## config.mk

```make
export PLATFORM = sky130hd
export DESIGN_NAME = top_k_rank_assigner
export DESIGN_NICKNAME = d
export VERILOG_FILES = /design/src/rtl/tkr_pkg.sv /design/src/rtl/top_k_rank_assigner.sv /design/src/rtl/tkr_ram.sv /design/src/rtl/tkr_fifo.sv /design/src/rtl/tkr_loader.sv /design/src/rtl/tkr_engine.sv
export SDC_FILE = /design/constraint.sdc
export NUM_CORES = 2
export LEC_CHECK = 0
export BUFFER_PORTS_ARGS = -buffer_cell sky130_fd_sc_hd__buf_2
export CAP_MARGIN = 10
export CELL_PAD_IN_SITES_DETAIL_PLACEMENT = 2
export CELL_PAD_IN_SITES_GLOBAL_PLACEMENT = 2
export CORE_AREA = 2 2 449 451
export CTS_CLUSTER_DIAMETER = 200
export DETAILED_ROUTE_END_ITERATION = 8
export DIE_AREA = 0 0 451 453
export HOLD_SLACK_MARGIN = 0.12
export PLACE_DENSITY = 0.86
export SYNTH_ARGS = -nofsm -noshare
export SYNTH_HDL_FRONTEND = slang
export SYNTH_SLANG_ARGS = --single-unit
```

## constraint.sdc

```tcl
create_clock -name i_clk -period 4.95 [get_ports i_clk]
set_input_delay 0.7425 -clock i_clk [delete_from_list [all_inputs] [get_ports i_clk]]
set_output_delay 0.7425 -clock i_clk [all_outputs]
set_load 0.01 [all_outputs]
```

## src/rtl/tkr_pkg.sv

```systemverilog
// ============================================================================
// tkr_pkg - shared types and constants of the top-K rank assigner
// Field widths of the result item and the engine status group.
// ============================================================================
package tkr_pkg;

    localparam int VALUE_W = 32;
    localparam int KCNT_W  = 7;
    localparam int POS_W   = 6;
    localparam int RANK_W  = 6;
    localparam int IN_W    = 40;   // value + rank_count, padded to bytes
    localparam int OUT_W   = 16;   // position + rank, padded to bytes

    // One result item as it waits in the output queue.
    typedef struct packed {
        logic [POS_W-1:0]  position;
        logic [RANK_W-1:0] rank;
        logic              ranked;
        logic              last_result;
    } t_result;

    // Ranking engine status toward the loader and the top level.
    typedef struct packed {
        logic busy;
        logic done;
    } t_eng_status;

endpackage

```

## src/rtl/top_k_rank_assigner.sv

```systemverilog
// ============================================================================
// top_k_rank_assigner - ranks the K largest entries of a loaded list
// Loader, value RAM, job queue, ranking engine and result queue.
// ============================================================================
// Usage:
//   s_axis carries one list element per transfer: tdata holds the signed
//   value and K, tlast marks the final element. K is taken from the final
//   element only and clamped to the list length. Elements beyond
//   MAX_ENTRIES are dropped; tlast still closes the list.
//   m_axis returns one result per stored element, in load order: tdata holds
//   position and rank, tuser the ranked flag, tlast marks the final result.
// Timing:
//   The loader takes one element per cycle while no ranking is pending.
//   After the final element the input stalls while the engine ranks: it
//   compares element i against every element with one comparator, reading
//   one element per scan cycle, then emits the result for element i. The
//   next list is accepted once the last result has been queued.
// Reset and stalls:
//   Reset (synchronous, active low) empties both queues and the element
//   count; RAM content is not cleared. When m_axis stalls, the result queue
//   fills and the engine holds in its emit step until room frees up.
// ============================================================================
module top_k_rank_assigner
    import tkr_pkg::*;
#(
    parameter int MAX_ENTRIES = 64
) (
    input  logic             i_clk,
    input  logic             i_rst_n,
    input  logic             s_axis_tvalid,
    output logic             s_axis_tready,
    input  logic [IN_W-1:0]  s_axis_tdata,   // [31:0] value, [38:32] rank_count, [39] zero
    input  logic             s_axis_tlast,   // is_last
    output logic             m_axis_tvalid,
    input  logic             m_axis_tready,
    output logic [OUT_W-1:0] m_axis_tdata,   // [5:0] position, [11:6] rank, [15:12] zero
    output logic [0:0]       m_axis_tuser,   // [0] ranked
    output logic             m_axis_tlast    // last_result
);

    localparam int AW = $clog2(MAX_ENTRIES);
    localparam int CW = $clog2(MAX_ENTRIES+1);
    localparam int JW = 2 * CW;
    localparam int RW = $bits(t_result);

    // RAM write side (loader) and read side (engine)
    logic               w_we;
    logic [AW-1:0]      w_waddr, w_raddr_a, w_raddr_b;
    logic [VALUE_W-1:0] w_wdata, w_rdata_a, w_rdata_b;

    // job queue: {k, n} per finished list
    logic          w_job_push, w_job_full, w_job_pop, w_job_empty;
    logic [JW-1:0] w_job_in, w_job_out;

    // result queue
    logic          w_res_push, w_res_full, w_res_empty;
    t_result       w_res_in, w_res_out;
    logic [RW-1:0] w_res_out_bits;

    t_eng_status   w_status;

    tkr_loader #(
        .MAX_ENTRIES (MAX_ENTRIES)
    ) u_loader (
        .i_clk        (i_clk),
        .i_rst_n      (i_rst_n),
        .i_valid      (s_axis_tvalid),
        .i_value      (s_axis_tdata[VALUE_W-1:0]),
        .i_rank_count (s_axis_tdata[VALUE_W+KCNT_W-1:VALUE_W]),
        .i_last       (s_axis_tlast),
        .o_ready      (s_axis_tready),
        .o_we         (w_we),
        .o_waddr      (w_waddr),
        .o_wdata      (w_wdata),
        .o_job_push   (w_job_push),
        .o_job        (w_job_in),
        .i_job_full   (w_job_full),
        .i_status     (w_status)
    );

    tkr_ram #(
        .W     (VALUE_W),
        .DEPTH (MAX_ENTRIES)
    ) u_store (
        .i_clk     (i_clk),
        .i_we      (w_we),
        .i_waddr   (w_waddr),
        .i_wdata   (w_wdata),
        .i_raddr_a (w_raddr_a),
        .o_rdata_a (w_rdata_a),
        .i_raddr_b (w_raddr_b),
        .o_rdata_b (w_rdata_b)
    );

    tkr_fifo #(
        .W     (JW),
        .DEPTH (2)
    ) u_job_q (
        .i_clk   (i_clk),
        .i_rst_n (i_rst_n),
        .i_push  (w_job_push),
        .i_data  (w_job_in),
        .o_full  (w_job_full),
        .i_pop   (w_job_pop),
        .o_data  (w_job_out),
        .o_empty (w_job_empty)
    );

    tkr_engine #(
        .MAX_ENTRIES (MAX_ENTRIES)
    ) u_engine (
        .i_clk       (i_clk),
        .i_rst_n     (i_rst_n),
        .i_job_valid (!w_job_empty),
        .i_job       (w_job_out),
        .o_job_pop   (w_job_pop),
        .o_raddr_a   (w_raddr_a),
        .i_rdata_a   (w_rdata_a),
        .o_raddr_b   (w_raddr_b),
        .i_rdata_b   (w_rdata_b),
        .o_res_push  (w_res_push),
        .o_res       (w_res_in),
        .i_res_full  (w_res_full),
        .o_status    (w_status)
    );

    tkr_fifo #(
        .W     (RW),
        .DEPTH (4)
    ) u_res_q (
        .i_clk   (i_clk),
        .i_rst_n (i_rst_n),
        .i_push  (w_res_push),
        .i_data  (w_res_in),
        .o_full  (w_res_full),
        .i_pop   (m_axis_tready),
        .o_data  (w_res_out_bits),
        .o_empty (w_res_empty)
    );

    assign w_res_out     = t_result'(w_res_out_bits);
    assign m_axis_tvalid = !w_res_empty;
    assign m_axis_tdata  = OUT_W'({w_res_out.rank, w_res_out.position});
    assign m_axis_tuser  = w_res_out.ranked;
    assign m_axis_tlast  = w_res_out.last_result;

`ifndef NO_ASSERTIONS
    a_no_load_while_ranking: assert property (@(posedge i_clk) disable iff (!i_rst_n)
        s_axis_tready |-> (!w_status.busy && w_job_empty))
        else $error("input open while a ranking is pending");
    a_no_ram_write_busy: assert property (@(posedge i_clk) disable iff (!i_rst_n)
        w_we |-> !w_status.busy)
        else $error("value store written during ranking");
    a_done_has_last: assert property (@(posedge i_clk) disable iff (!i_rst_n)
        w_status.done |-> (w_res_push && w_res_in.last_result))
        else $error("ranking ended without final result");
`endif

endmodule

```

## src/rtl/tkr_ram.sv

```systemverilog
// ============================================================================
// tkr_ram - generic RAM
// One write port, two read ports, registered read data.
// ============================================================================
module tkr_ram #(
    parameter int W     = 32,
    parameter int DEPTH = 64
) (
    input  logic                     i_clk,
    input  logic                     i_we,
    input  logic [$clog2(DEPTH)-1:0] i_waddr,
    input  logic [W-1:0]             i_wdata,
    input  logic [$clog2(DEPTH)-1:0] i_raddr_a,
    output logic [W-1:0]             o_rdata_a,
    input  logic [$clog2(DEPTH)-1:0] i_raddr_b,
    output logic [W-1:0]             o_rdata_b
);

    logic [W-1:0] r_mem [DEPTH];

    always_ff @(posedge i_clk) begin
        if (i_we) begin
            r_mem[i_waddr] <= i_wdata;
        end
        o_rdata_a <= r_mem[i_raddr_a];
        o_rdata_b <= r_mem[i_raddr_b];
    end

endmodule

```

## src/rtl/tkr_fifo.sv

```systemverilog
// ============================================================================
// tkr_fifo - small synchronous queue
// Register-based FIFO, power-of-two depth, head visible on o_data.
// ============================================================================
module tkr_fifo #(
    parameter int W     = 8,
    parameter int DEPTH = 2
) (
    input  logic         i_clk,
    input  logic         i_rst_n,
    input  logic         i_push,
    input  logic [W-1:0] i_data,
    output logic         o_full,
    input  logic         i_pop,
    output logic [W-1:0] o_data,
    output logic         o_empty
);

    localparam int PW = $clog2(DEPTH);

    logic [W-1:0] r_mem [DEPTH];
    logic [PW-1:0] r_wptr, r_rptr;
    logic [PW:0]   r_cnt;
    logic          w_push, w_pop;

    assign o_full  = (r_cnt == (PW+1)'(DEPTH));
    assign o_empty = (r_cnt == '0);
    assign o_data  = r_mem[r_rptr];
    assign w_push  = i_push && !o_full;
    assign w_pop   = i_pop && !o_empty;

    always_ff @(posedge i_clk) begin
        if (w_push) begin
            r_mem[r_wptr] <= i_data;
        end
    end

    always_ff @(posedge i_clk) begin
        if (!i_rst_n) begin
            r_wptr <= '0;
            r_rptr <= '0;
            r_cnt  <= '0;
        end else begin
            if (w_push) r_wptr <= r_wptr + 1'b1;
            if (w_pop)  r_rptr <= r_rptr + 1'b1;
            if (w_push && !w_pop)      r_cnt <= r_cnt + 1'b1;
            else if (w_pop && !w_push) r_cnt <= r_cnt - 1'b1;
        end
    end

`ifndef NO_ASSERTIONS
    a_no_overflow: assert property (@(posedge i_clk) disable iff (!i_rst_n)
        r_cnt <= (PW+1)'(DEPTH))
        else $error("fifo count beyond depth");
    a_ptr_gap: assert property (@(posedge i_clk) disable iff (!i_rst_n)
        (r_cnt != '0 && r_cnt != (PW+1)'(DEPTH)) |-> (r_wptr != r_rptr))
        else $error("fifo pointers disagree with count");
    a_empty_ptrs: assert property (@(posedge i_clk) disable iff (!i_rst_n)
        (r_cnt == '0) |-> (r_wptr == r_rptr))
        else $error("empty fifo with pointer gap");
`endif

endmodule

```

## src/rtl/tkr_loader.sv

```systemverilog
// ============================================================================
// tkr_loader - input front end
// Stores list elements, clamps K on the last one and issues a ranking job.
// ============================================================================
module tkr_loader
    import tkr_pkg::*;
#(
    parameter int MAX_ENTRIES = 64
) (
    input  logic                            i_clk,
    input  logic                            i_rst_n,
    input  logic                            i_valid,
    input  logic [VALUE_W-1:0]              i_value,
    input  logic [KCNT_W-1:0]               i_rank_count,
    input  logic                            i_last,
    output logic                            o_ready,
    output logic                            o_we,
    output logic [$clog2(MAX_ENTRIES)-1:0]  o_waddr,
    output logic [VALUE_W-1:0]              o_wdata,
    output logic                            o_job_push,
    output logic [2*$clog2(MAX_ENTRIES+1)-1:0] o_job,   // {k, n}
    input  logic                            i_job_full,
    input  t_eng_status                     i_status
);

    localparam int AW = $clog2(MAX_ENTRIES);
    localparam int CW = $clog2(MAX_ENTRIES+1);
    localparam int EW = (CW > KCNT_W) ? CW : KCNT_W;

    logic [CW-1:0] r_count, n_count;
    logic          r_busy, n_busy;
    logic          w_take, w_room;
    logic [CW-1:0] w_n, w_k;
    logic [EW-1:0] w_k_ext, w_n_ext;

    assign o_ready = !r_busy && !i_job_full;
    assign w_take  = i_valid && o_ready;
    assign w_room  = (r_count < CW'(MAX_ENTRIES));

    assign o_we    = w_take && w_room;
    assign o_waddr = r_count[AW-1:0];
    assign o_wdata = i_value;

    // list length including this element when it fits
    assign w_n     = w_room ? (r_count + 1'b1) : r_count;
    assign w_k_ext = EW'(i_rank_count);
    assign w_n_ext = EW'(w_n);
    assign w_k     = (w_k_ext < w_n_ext) ? CW'(i_rank_count) : w_n;

    assign o_job_push = w_take && i_last;
    assign o_job      = {w_k, w_n};

    always_comb begin
        n_count = r_count;
        n_busy  = r_busy;
        if (i_status.done) begin
            n_busy = 1'b0;
        end
        if (w_take) begin
            n_count = w_n;
            if (i_last) begin
                n_count = '0;
                n_busy  = 1'b1;
            end
        end
    end

    always_ff @(posedge i_clk) begin
        if (!i_rst_n) begin
            r_count <= '0;
            r_busy  <= 1'b0;
        end else begin
            r_count <= n_count;
            r_busy  <= n_busy;
        end
    end

`ifndef NO_ASSERTIONS
    a_count_range: assert property (@(posedge i_clk) disable iff (!i_rst_n)
        r_count <= CW'(MAX_ENTRIES))
        else $error("element count beyond store depth");
    a_busy_empty: assert property (@(posedge i_clk) disable iff (!i_rst_n)
        r_busy |-> (r_count == '0))
        else $error("elements stored while a ranking runs");
    a_job_k: assert property (@(posedge i_clk) disable iff (!i_rst_n)
        o_job_push |-> (w_k <= w_n && w_n != '0))
        else $error("job with K above list length or empty list");
`endif

endmodule

```

## src/rtl/tkr_engine.sv

```systemverilog
// ============================================================================
// tkr_engine - ranking back end
// Per element, counts the elements that win against it with one comparator.
// ============================================================================
module tkr_engine
    import tkr_pkg::*;
#(
    parameter int MAX_ENTRIES = 64
) (
    input  logic                                  i_clk,
    input  logic                                  i_rst_n,
    input  logic                                  i_job_valid,
    input  logic [2*$clog2(MAX_ENTRIES+1)-1:0]    i_job,   // {k, n}
    output logic                                  o_job_pop,
    output logic [$clog2(MAX_ENTRIES)-1:0]        o_raddr_a,
    input  logic [VALUE_W-1:0]                    i_rdata_a,
    output logic [$clog2(MAX_ENTRIES)-1:0]        o_raddr_b,
    input  logic [VALUE_W-1:0]                    i_rdata_b,
    output logic                                  o_res_push,
    output t_result                               o_res,
    input  logic                                  i_res_full,
    output t_eng_status                           o_status
);

    localparam int AW = $clog2(MAX_ENTRIES);
    localparam int CW = $clog2(MAX_ENTRIES+1);

    typedef enum logic [3:0] {
        S_IDLE  = 4'b0001,
        S_SCAN  = 4'b0010,
        S_DRAIN = 4'b0100,
        S_EMIT  = 4'b1000
    } t_eng_state;

    t_eng_state    r_state, n_state;
    logic [CW-1:0] r_n, n_n, r_k, n_k, r_cnt, n_cnt;
    logic [AW-1:0] r_i, n_i, r_j, n_j, r_pend_j, n_pend_j;
    logic          r_pend, n_pend;
    logic          w_wins, w_last_i, w_ranked;
    logic [CW-1:0] w_rank;

    assign o_raddr_a = r_i;
    assign o_raddr_b = r_j;

    // element j goes before element i: larger value, or equal and earlier
    assign w_wins = r_pend &&
        (($signed(i_rdata_b) > $signed(i_rdata_a)) ||
         ((i_rdata_b == i_rdata_a) && (r_pend_j < r_i)));

    assign w_last_i = (CW'(r_i) == (r_n - 1'b1));
    assign w_ranked = (r_cnt < r_k);
    assign w_rank   = r_k - 1'b1 - r_cnt;

    assign o_res.position    = POS_W'(r_i);
    assign o_res.rank        = w_ranked ? RANK_W'(w_rank) : '0;
    assign o_res.ranked      = w_ranked;
    assign o_res.last_result = w_last_i;

    assign o_job_pop     = (r_state == S_IDLE) && i_job_valid;
    assign o_res_push    = (r_state == S_EMIT) && !i_res_full;
    assign o_status.busy = (r_state != S_IDLE);
    assign o_status.done = o_res_push && w_last_i;

    always_comb begin
        n_state  = r_state;
        n_n      = r_n;
        n_k      = r_k;
        n_i      = r_i;
        n_j      = r_j;
        n_pend   = 1'b0;
        n_pend_j = r_pend_j;
        n_cnt    = r_cnt + (w_wins ? CW'(1) : CW'(0));
        unique case (r_state)
            S_IDLE: begin
                if (i_job_valid) begin
                    n_n     = i_job[CW-1:0];
                    n_k     = i_job[2*CW-1:CW];
                    n_i     = '0;
                    n_j     = '0;
                    n_cnt   = '0;
                    n_state = S_SCAN;
                end
            end
            S_SCAN: begin
                n_pend   = 1'b1;
                n_pend_j = r_j;
                if (CW'(r_j) == (r_n - 1'b1)) begin
                    n_state = S_DRAIN;
                end else begin
                    n_j = r_j + 1'b1;
                end
            end
            S_DRAIN: begin
                n_state = S_EMIT;
            end
            S_EMIT: begin
                if (!i_res_full) begin
                    if (w_last_i) begin
                        n_state = S_IDLE;
                    end else begin
                        n_i     = r_i + 1'b1;
                        n_j     = '0;
                        n_cnt   = '0;
                        n_state = S_SCAN;
                    end
                end
            end
            default: n_state = S_IDLE;
        endcase
    end

    always_ff @(posedge i_clk) begin
        if (!i_rst_n) begin
            r_state <= S_IDLE;
            r_pend  <= 1'b0;
        end else begin
            r_state <= n_state;
            r_pend  <= n_pend;
        end
        r_n      <= n_n;
        r_k      <= n_k;
        r_i      <= n_i;
        r_j      <= n_j;
        r_pend_j <= n_pend_j;
        r_cnt    <= n_cnt;
    end

`ifndef NO_ASSERTIONS
    a_cnt_bound: assert property (@(posedge i_clk) disable iff (!i_rst_n)
        (r_state == S_EMIT) |-> (r_cnt < r_n))
        else $error("winner count reaches list length");
    a_scan_addr: assert property (@(posedge i_clk) disable iff (!i_rst_n)
        (r_state == S_SCAN) |-> (CW'(r_j) < r_n && CW'(r_i) < r_n))
        else $error("scan address beyond list");
    a_drain_pend: assert property (@(posedge i_clk) disable iff (!i_rst_n)
        (r_state == S_DRAIN) |-> r_pend)
        else $error("last compare missing at scan end");
`endif

endmodule
```

==> reports/qor_table.md <==
| Result | Value |
|:---|:---|
| Run status | finished, violations left |
| Violated checks | capacitance limit, slew limit, setup timing |
| Post-route insts no fill | 7944 |
| Total of flip-flops plus latches after synthesis | 2261 |
| Global routing's busiest layer | met2 |
| Global routing usage on met3 | 0.1371 |
| Number of global-route vias before repair | 66799 |
| Data required time at the worst endpoint | 5520 ps |
| Number of buffers inserted by hold repair at cts | 0 |
| Launch instance of the worst register-to-register path | u_job_q.r_cnt[0]$_SDFFE_PN0P_ |
| Power Total | 69.96 mW |
| Synth area leaders | sky130_fd_sc_hd__edfxtp_1 63%, sky130_fd_sc_hd__mux4_2 27%, sky130_fd_sc_hd__dfxtp_1 1.9%, sky130_fd_sc_hd__ha_1 0.80%, sky130_fd_sc_hd__buf_2 0.66% |
| Cell Rows | 164 |
| Dpl cell area | 107800 um2 |
| Layout overhead on the synthesized area | 12.35% |
| Final setup TNS | -918.5 ps |
| Crit path arrival time | 5600 ps |
| Critical path type | flop to flop |
| Starting density of the core | 0.5169 |
| Post-Synthesis Cells | 4901 |
| Type of element launching the critical path | flop |
| Endpoint of the worst-slack reg-to-reg timing path | u_store.r_mem[0][24]$_DFFE_PP_ |
| Fraction of layout instances using a drive strength above 1 | 0.3739 |
| Port Buffers | 59 |
| Setup repair after global routing missed its margin | no |
| Sequential-to-total area share from yosys stat | 0.6499 |
| Area occupied by multi-input gates | 34720 um2 |
| Largest net degree at the start of global routing | 99 |
| Count of filler cells inserted in the layout | 15697 |
| Proportion of netlist area held by the largest area contributor | 0.6310 |
| Area used by sequential logic in the layout | 66920 um2 |
| Fraction of the cycle the final worst path needs | 1.017 |
| Worst Setup End Kind | flop |
| Via Count | 68888 |
| # setup viols final | 26 |
| Routed wire length | 463.9 mm |
| Yosys warnings | 0 |
| Clock latency of the later-clocked register in the worst-skew pair | 950 ps |
| Critical path launch point | u_job_q.r_cnt[0]$_SDFFE_PN0P_ |
| Worst slew slack as a fraction of its limit | -0.03913 |
| Number of H-tree levels | 4 |
| Critical path depth in cells | 8 |
| Setup Slack @ Placement | 758.2 ps |
| Clock tree from TritonCTS | built |
| Die area | 204300 um2 |
| GRT Overall Usage | 0.4209 |
| Mean instance size in the synthesized netlist | 21.01 um2 |
| Cts bufs inserted | 229 |
| Global Route met1 Usage | 0.5246 |
| Number of buffers and inverters on the critical path | 3 |
| Number of nets in the layout | 5181 |
| End point of the critical path | u_store.r_mem[0][24]$_DFFE_PP_ |
| Slowest library cell on the worst path | sky130_fd_sc_hd__nor2_4 |
| Worst path cell trace | inv_1, a21oi_1, nand2_1, nor3_1, buf_4, nand2_1, nor2_4, buf_4 |
| Max-cap viol count | 1 |
| Gate family responsible for the most delay along the worst path | simple AND/OR/NAND/NOR gates |
| Clock root buffer | sky130_fd_sc_hd__clkbuf_16 |
| Global-route wire length before repair | 589.9 mm |
| Dpl hpwl | 223.4 mm |
| Total DRC errors in the routed layout | 0 |
| Number of setup buffers added after CTS | 0 |
| Worst hold margin | 193.9 ps |
| Setup slack, reg-to-reg | -80 ps |
| Maximum vdd drop | 0.5018 mV |
| Average routed wire per standard cell | 58.40 um |
| Congestion Overflow GR | 0 |
| IO Pins | 65 |
| Num Clock Sinks | 2261 |
| Core footprint | 199200 um2 |
| Average via count per standard cell | 8.672 |
| Main flop type after synthesis | sky130_fd_sc_hd__edfxtp_1 |
| Worst clock skew | 54.56 ps |
| Upper clock frequency limit | 0.1987 GHz |
| Antenna-violating nets left | 0 |
| Clock Pin Slew Worst Setup and Hold Paths | 70 ps |
| Synth area leader | sky130_fd_sc_hd__edfxtp_1 |
| Initial antenna violation count | 40 |
| Clock period minus final worst setup slack | 5033 ps |
| Class of the tightest hold or removal check | input pin to flop |
| GPL Wtd Cong | 0.8381 |
| Die Height | 453 um |
| Cell Area, Synth | 103000 um2 |
| Final design area excluding fillers | 115700 um2 |
| Share of async-settable or async-resettable flops after synthesis | 0 |
| Placed cell count | 7469 |
| Power per standard cell area | 604.7 nW/um2 |
| Start point of the worst min-delay path | s_axis_tdata[38] |
| Max stage delay on crit path | 1270 ps |
| Static leakage power | 36.11 nW |
| Maximum buffer depth of the clock tree | 3 |
| Number of library cell types mapped by synthesis | 65 |
| Maximum fanout along the worst path | 14 |
| First DRT Iteration DRCs | 14586 |
| Total count of max-transition violations in the final report | 9 |
| Worst R2R Path Depth | 8 |
| Total count of hold-check failures in the final report | 0 |
| Global routing met2 resource utilization | 0.6466 |
| Post-layout worst setup margin | -82.89 ps |
| Total iterations of the first detailed-routing run | 6 |
| Die width | 451 um |
| Number of synthesized flops with an enable pin | 2164 |
| Layout Utilization | 0.5807 |
| Measured slew at the worst slew-check pin | 1555 ps |
layout make-up:
cell class / instances / area share
Antenna cell: 22 / 0.0004758
Timing Repair Buffer: 295 / 0.02617
Sequential cell: 2261 / 0.5784
Multi-Input combinational cell: 2206 / 0.3001
Tap cell: 2656 / 0.02872
Clock inverter: 126 / 0.009787
Inverter: 75 / 0.002498
Clock buffer: 303 / 0.05384
per-layer routing:
layer / share of wire / up-vias
met4: 0.090 / 32
met2: 0.45 / 9230
met3: 0.16 / 2609
met1: 0.30 / 35397
met5: 0.00045 / -
li1: - / 21620
timing repair:
item                                   4_1_cts  5_1_grt
setup endpoints to repair                    0        1
gates resized for setup                      0        1
endpoints found under the hold margin        0        0
worst min path at each step:
stage / endpoint / cells after the start
final: u_job_q.r_mem[1][13]$_DFFE_PP_ / 2
after floorplan: u_engine.r_pend_j[2]$_DFFE_PP_ / 0
after global placement: u_engine.r_state[3]$_SDFFE_PN0P_ / 1
after CTS: u_job_q.r_mem[1][13]$_DFFE_PP_ / 2
after global routing: u_job_q.r_mem[1][7]$_DFFE_PP_ / 2
after detailed placement: u_engine.r_cnt[6]$_DFF_P_ / 2
registers in the layout (all words and copies together) (netlist names), 3 cells and up, named ones only:
signal              flops
u_engine.o_raddr_a      6
u_engine.o_raddr_b      6
u_engine.r_cnt          7
u_engine.r_k            7
u_engine.r_n            7
u_engine.r_pend_j       6
u_engine.r_state        4
u_job_q.r_mem          28
u_loader.r_count        7
u_res_q.r_cnt           3
u_res_q.r_mem          56
u_store.o_rdata_a      32
u_store.o_rdata_b      32
u_store.r_mem        2048
where the power goes:
group,internal [mW],switching (mW)
Sequential,21.6,0.654
Combinational,11.4,17.5
Clock,9.71,9.05
logic make-up after synthesis:
family                     count (synthesis)  synth area share
DFF                                     2261            0.6499
xor gates and xnor gates                  43          0.003791
adders and majority gates                 68          0.008407
AOI/OAI and AO/OA                        354           0.02272
muxes                                   1325            0.2772
and+or+nand+nor                          412           0.01963
buffers and inverters                    437           0.01835
other                                      1        0.00003641
synthesized netlist by cell type, types with 2 or more instances:
cell type and count:
sky130_fd_sc_hd__a2111oi_0 4, sky130_fd_sc_hd__a211oi_1 82, sky130_fd_sc_hd__a21boi_0 5, sky130_fd_sc_hd__a21o_1 10, sky130_fd_sc_hd__a21oi_1 91, sky130_fd_sc_hd__a221o_1 2
sky130_fd_sc_hd__a22oi_1 88, sky130_fd_sc_hd__a31oi_1 4, sky130_fd_sc_hd__and2_1 22, sky130_fd_sc_hd__and3_1 9, sky130_fd_sc_hd__buf_1 32, sky130_fd_sc_hd__buf_2 135
sky130_fd_sc_hd__buf_4 17, sky130_fd_sc_hd__buf_6 2, sky130_fd_sc_hd__clkbuf_1 175, sky130_fd_sc_hd__dfxtp_1 97, sky130_fd_sc_hd__edfxtp_1 2164, sky130_fd_sc_hd__fa_1 2
sky130_fd_sc_hd__ha_1 66, sky130_fd_sc_hd__inv_1 73, sky130_fd_sc_hd__mux2_2 47, sky130_fd_sc_hd__mux2i_1 61, sky130_fd_sc_hd__mux4_2 1217, sky130_fd_sc_hd__nand2_1 100
sky130_fd_sc_hd__nand2b_1 11, sky130_fd_sc_hd__nand3_1 37, sky130_fd_sc_hd__nand3b_1 5, sky130_fd_sc_hd__nand4_1 8, sky130_fd_sc_hd__nor2_1 115, sky130_fd_sc_hd__nor2b_1 65
sky130_fd_sc_hd__nor3_1 13, sky130_fd_sc_hd__nor3b_1 3, sky130_fd_sc_hd__nor4_1 5, sky130_fd_sc_hd__nor4b_1 2, sky130_fd_sc_hd__o211ai_1 2, sky130_fd_sc_hd__o21a_1 2
sky130_fd_sc_hd__o21ai_0 44, sky130_fd_sc_hd__o22ai_1 7, sky130_fd_sc_hd__o31a_1 3, sky130_fd_sc_hd__o41ai_1 3, sky130_fd_sc_hd__or2_2 2, sky130_fd_sc_hd__or3_1 6
sky130_fd_sc_hd__xnor2_1 26, sky130_fd_sc_hd__xor2_1 16
cells in the final DEF (no fill, tap or decap), types with 16 or more instances in the layout:
cell and count:
sky130_fd_sc_hd__clkinv_2 43, sky130_fd_sc_hd__nand2_1 100, sky130_fd_sc_hd__diode_2 22, sky130_fd_sc_hd__and2_1 22, sky130_fd_sc_hd__a21oi_1 91, sky130_fd_sc_hd__edfxtp_1 2164
sky130_fd_sc_hd__mux4_2 1217, sky130_fd_sc_hd__clkbuf_8 20, sky130_fd_sc_hd__clkbuf_1 53, sky130_fd_sc_hd__ha_1 66, sky130_fd_sc_hd__o21ai_0 44, sky130_fd_sc_hd__mux2i_1 61
sky130_fd_sc_hd__dfxtp_1 97, sky130_fd_sc_hd__buf_2 58, sky130_fd_sc_hd__mux2_2 47, sky130_fd_sc_hd__nand3_1 37, sky130_fd_sc_hd__clkinv_1 48, sky130_fd_sc_hd__xnor2_1 26
sky130_fd_sc_hd__bufinv_16 16, sky130_fd_sc_hd__nor2b_1 64, sky130_fd_sc_hd__nor2_4 68, sky130_fd_sc_hd__inv_1 73, sky130_fd_sc_hd__buf_12 75, sky130_fd_sc_hd__xor2_1 16
sky130_fd_sc_hd__a22oi_1 88, sky130_fd_sc_hd__nor2_1 46, sky130_fd_sc_hd__a211oi_1 82, sky130_fd_sc_hd__clkbuf_16 230, sky130_fd_sc_hd__buf_4 161
Note: power is estimated with default switching activity, not from simulation.
